## src/design/deq_pkg.sv

```systemverilog
// ----------------------------------------------------------------------------
// deq_pkg
// Shared types and constants of the double-ended queue unit: payload
// structs, operation and status codes, and the cell control and link types.
// ----------------------------------------------------------------------------
package deq_pkg;

   // number of cells in the chain and width of the entry count
   localparam int DEPTH = 64;
   localparam int CNT_W = $clog2(DEPTH + 1);
   localparam int DATA_W = 32;

   // request operation codes
   localparam logic [1:0] MODE_PUSH_FRONT = 2'd0;
   localparam logic [1:0] MODE_PUSH_BACK  = 2'd1;
   localparam logic [1:0] MODE_POP_FRONT  = 2'd2;
   localparam logic [1:0] MODE_POP_BACK   = 2'd3;

   // result status codes
   localparam logic [1:0] ST_DONE  = 2'd0;
   localparam logic [1:0] ST_EMPTY = 2'd1;
   localparam logic [1:0] ST_FULL  = 2'd2;

   // request transfer payload
   typedef struct packed {
      logic [1:0]               mode;
      logic signed [DATA_W-1:0] push_value;
   } deq_req_type;

   // result transfer payload
   typedef struct packed {
      logic signed [DATA_W-1:0] popped_value;
      logic [1:0]               status;
      logic                     is_empty;
      logic [CNT_W-1:0]         entry_count;
   } deq_rsp_type;

   // operation broadcast to every cell of the chain
   typedef struct packed {
      logic              shift_in;     // push front: everything moves one cell back
      logic              shift_out;    // pop front: everything moves one cell forward
      logic              append;       // push back: first free cell takes the value
      logic              remove_last;  // pop back: last held cell is released
      logic [DATA_W-1:0] value;
   } deq_ctrl_type;

   // what a cell shows its neighbors
   typedef struct packed {
      logic              occ;
      logic [DATA_W-1:0] data;
   } deq_link_type;

endpackage

```

## src/design/deq_cell.sv

```systemverilog
// ----------------------------------------------------------------------------
// deq_cell
// One slot of the queue chain. Holds an entry and an occupied flag and moves
// them to or from its neighbors as the broadcast operation asks.
// ----------------------------------------------------------------------------
module deq_cell (
   input  logic                  clock,
   input  logic                  reset,
   input  deq_pkg::deq_ctrl_type ctrl,
   input  deq_pkg::deq_link_type prev_link,
   input  deq_pkg::deq_link_type next_link,
   output deq_pkg::deq_link_type link,
   output logic                  is_last
);
   import deq_pkg::*;

   logic              occ_ff, occ_in;
   logic [DATA_W-1:0] data_ff, data_in;

   // next contents from the neighbors or the pushed value
   always_comb begin
      occ_in  = occ_ff;
      data_in = data_ff;
      if (ctrl.shift_in) begin
         occ_in  = prev_link.occ;
         data_in = prev_link.data;
      end else if (ctrl.shift_out) begin
         occ_in  = next_link.occ;
         data_in = next_link.data;
      end else if (ctrl.append) begin
         if (!occ_ff && prev_link.occ) begin
            occ_in  = 1'b1;
            data_in = ctrl.value;
         end
      end else if (ctrl.remove_last) begin
         if (occ_ff && !next_link.occ) begin
            occ_in = 1'b0;
         end
      end
   end

   // occupied flag
   always_ff @(posedge clock) begin
      if (reset) begin
         occ_ff <= 1'b0;
      end else begin
         occ_ff <= occ_in;
      end
   end

   // entry data
   always_ff @(posedge clock) begin
      data_ff <= data_in;
   end

   assign link.occ  = occ_ff;
   assign link.data = data_ff;
   assign is_last   = occ_ff & ~next_link.occ;

endmodule

```

## config.mk

```make
export PLATFORM = sky130hd
export DESIGN_NAME = deq_cell
export DESIGN_NICKNAME = d
export VERILOG_FILES = /design/src/design/deq_pkg.sv /design/src/design/deq_cell.sv
export SDC_FILE = /design/constraint.sdc
export NUM_CORES = 1
export LEC_CHECK = 0
export ABC_AREA = 1
export BUFFER_PORTS_ARGS = -buffer_cell sky130_fd_sc_hd__buf_2
export CAP_MARGIN = 20
export CORE_UTILIZATION = 39
export DETAILED_ROUTE_END_ITERATION = 8
export GPL_ROUTABILITY_DRIVEN = 0
export GPL_TIMING_DRIVEN = 0
export PLACE_DENSITY_LB_ADDON = 0.05
export SYNTH_ARGS = -nofsm -noshare
export SYNTH_HDL_FRONTEND = slang
export SYNTH_SLANG_ARGS = --single-unit
export TNS_END_PERCENT = 50
```

## constraint.sdc

```tcl
create_clock -name clock -period 3.6 [get_ports clock]
set_input_delay 0 -clock clock [delete_from_list [all_inputs] [get_ports clock]]
set_output_delay 0 -clock clock [all_outputs]
set_load 0.03 [all_outputs]
```

==> flow_metrics.env <==
export IMPL_path_class="flip-flop to flip-flop"
export IMPL_required_ps=3580
export IMPL_cp_max_fo=19
export IMPL_cts_buffers=5
export IMPL_synth_nets=302
export IMPL_firstDrtPassIters=5
export IMPL_slew_viol_final=0
export IMPL_antenna_found_initial=0
export IMPL_cts_tree="yes"
export IMPL_row_count=23
export IMPL_clock_root_buffer="clkbuf_8"
export IMPL_via_per_inst=4.88
export IMPL_cp_end_kind="flip-flop"
export IMPL_io_pins=138
export IMPL_peakVddDrop_v=0.000198
export IMPL_io_buffers=135
export IMPL_hold_path_class="input port to flip-flop"
export IMPL_fp_dieH_um=68.8
export IMPL_grt_pass1_wl_um=7500
export IMPL_fp_dieW_um=68.8
export IMPL_final_period_utilization=0.415
export IMPL_hold_violations=0
export IMPL_min_to="data_ff[25]"
export IMPL_combPwrFrac=0.264
export IMPL_total_power_uw=1100
export IMPL_max_cap_violations=0
export IMPL_postCtsSetupRepairBufs=0
export IMPL_rsz0062_at_grt="false"
export IMPL_htree_levels=2
export IMPL_arrival_ps=1470
export IMPL_clock_path_buffers=2
export IMPL_power_internal_uw=788
export IMPL_synthCells=198
export IMPL_finClkSkew_ps=9.54
export IMPL_yosys_warnings=0
export IMPL_initial_core_util=0.420
export IMPL_clk_pin_slew_ps=70
export IMPL_vias=2006
export IMPL_wl_um=5110
export IMPL_die_area_sq_mm=0.00473
export IMPL_final_nets=464
export IMPL_dp_hpwl_um=3740
export IMPL_overflow=0
export IMPL_r2r_slack_ps=2110
export IMPL_dpl_cell_area_sq_mm=0.00252
export IMPL_ys_ff_latch=33
export IMPL_core_sq_mm=0.00414
export IMPL_fillers=384
export IMPL_syn_to_final_growth_pct=61.7
export IMPL_drcViolationCount=0
export IMPL_power_density_mw_per_mm2=392
export IMPL_grt_pass1_vias=1729
export IMPL_reg2reg_to="data_ff[17]"
export IMPL_ys_types=15
export IMPL_track_usage=0.220
export IMPL_p_sw_frac=0.285
export IMPL_hp_start="ctrl[25]"
export IMPL_clkPwrFrac=0.303
export IMPL_final_cell_mix="145 x buf_2, 69 x nand2_1, 69 x nand3_1"
export IMPL_cp_start_kind="flip-flop"
export IMPL_final_common_cell="buf_2"
export IMPL_drtIter0Drc=160
export IMPL_avgSynthCellArea_sq_um=8.78
export IMPL_ant_nets=0
export IMPL_cts_resized=0
export IMPL_wire_per_inst_um=12.4
export IMPL_diodes=0
export IMPL_r2r_cells=4
export IMPL_drive_gt1_frac=0.438
export IMPL_synth_seq_area_share=0.564
export IMPL_power_switching_uw=313
export IMPL_clock_sinks=33
export IMPL_stdcell_area_sq_mm=0.00281
export IMPL_setup_viol=0
export IMPL_min_path_cells=3
export IMPL_fin_crit_ps=1490
export IMPL_leakagePower_uw=0.00144
export IMPL_worstSkewPairLatency_ps=280
export IMPL_power_frac_seq=0.434
export IMPL_status="finished, final reports clean"
export IMPL_syn_area_sq_mm=0.00174
export IMPL_worst_slew_pin_slew_ps=544
export IMPL_fmax_mhz=670
export IMPL_hold_buffers=19
export IMPL_slew_headroom=0.636
export IMPL_worstReg2RegStart="occ_ff"
export IMPL_grt_max_degree=20
## synthesized netlist by cell type
master | count | area, sq um
nor2_8 | 1 | 20.0
buf_2 | 10 | 50.1
o21ai_0 | 1 | 5.00
a21oi_1 | 1 | 5.00
buf_4 | 1 | 7.51
nor2_1 | 2 | 7.51
buf_6 | 2 | 22.5
nand3_1 | 69 | 345
inv_1 | 5 | 18.8
nand2_1 | 69 | 259
clkbuf_1 | 2 | 7.51
or2_0 | 1 | 6.26
dfxtp_1 | 1 | 20.0
inv_2 | 1 | 3.75
edfxtp_1 | 32 | 961
## how the worst max path moves through the flow
stage	from	end	slack [ps]	cells past startpoint
CTS	occ_ff	data_ff[17]	2080	4
global route	occ_ff	data_ff[12]	2010	4
floorplan	occ_ff	data_ff[0]	420	3
detailed placement	occ_ff	data_ff[8]	2100	4
global placement	occ_ff	data_ff[8]	-560	3
finish	occ_ff	data_ff[17]	2110	4
## cells by family after synthesis
family,synth area share
AO/OA/AOI/OAI,0.00575
flip-flops,0.564
AND/OR/NAND/NOR,0.367
buffers and inverters,0.0633
## layout make-up
| class | count | area (sq um) | area share |
|---|---|---|---|
| multi-input combinational | 144 | 659 | 0.234 |
| tap | 50 | 62.6 | 0.0222 |
| sequential | 33 | 981 | 0.349 |
| clock inverter | 2 | 33.8 | 0.0120 |
| inverter | 6 | 22.5 | 0.00801 |
| timing repair buffer | 155 | 893 | 0.318 |
| clock buffer | 6 | 72.6 | 0.0258 |
| buffer | 15 | 87.6 | 0.0311 |
## per-layer routing
metal | global-route usage | part of all wire
met4 | 0.0714 | 0.0096
met2 | 0.401 | 0.50
met3 | 0.0707 | 0.089
met1 | 0.241 | 0.40
met5 | 0 | 0
## registers in the layout, indices dropped and copies added (netlist names)
name and flops:
data_ff 32, occ_ff 1
## worst max-delay path, stage by stage (launching register included)
cell     delay, ps
dfxtp_1        330
inv_1           80
nand2_1         90
o21ai_4        460
buf_16         230
## power groups by stage
stage,sequential [uW],clock [uW],combinational [uW]
after floorplan,570,0,76.1
after global placement,487,0,265
after detailed placement,486,0,273
after CTS,478,340,291
after global routing,483,356,316
final,478,333,290
## per-stage QoR
stage / worst slack, ps / hold slack [ps] / utilization / setup TNS, ps / cells
finish: 2110 / 5.33 / 0.679 / 0 / 411
floorplan: 416 / 112 / - / 0 / 198
detailed placement: 2100 / 236 / 0.607 / 0 / 384
CTS: 2080 / 0.759 / 0.679 / 0 / 411
global placement: -560 / 233 / 0.598 / -17880 / 383
global route: 2010 / 3.73 / 0.679 / 0 / 411
No activity file was read; power rests on OpenSTA's default activity.
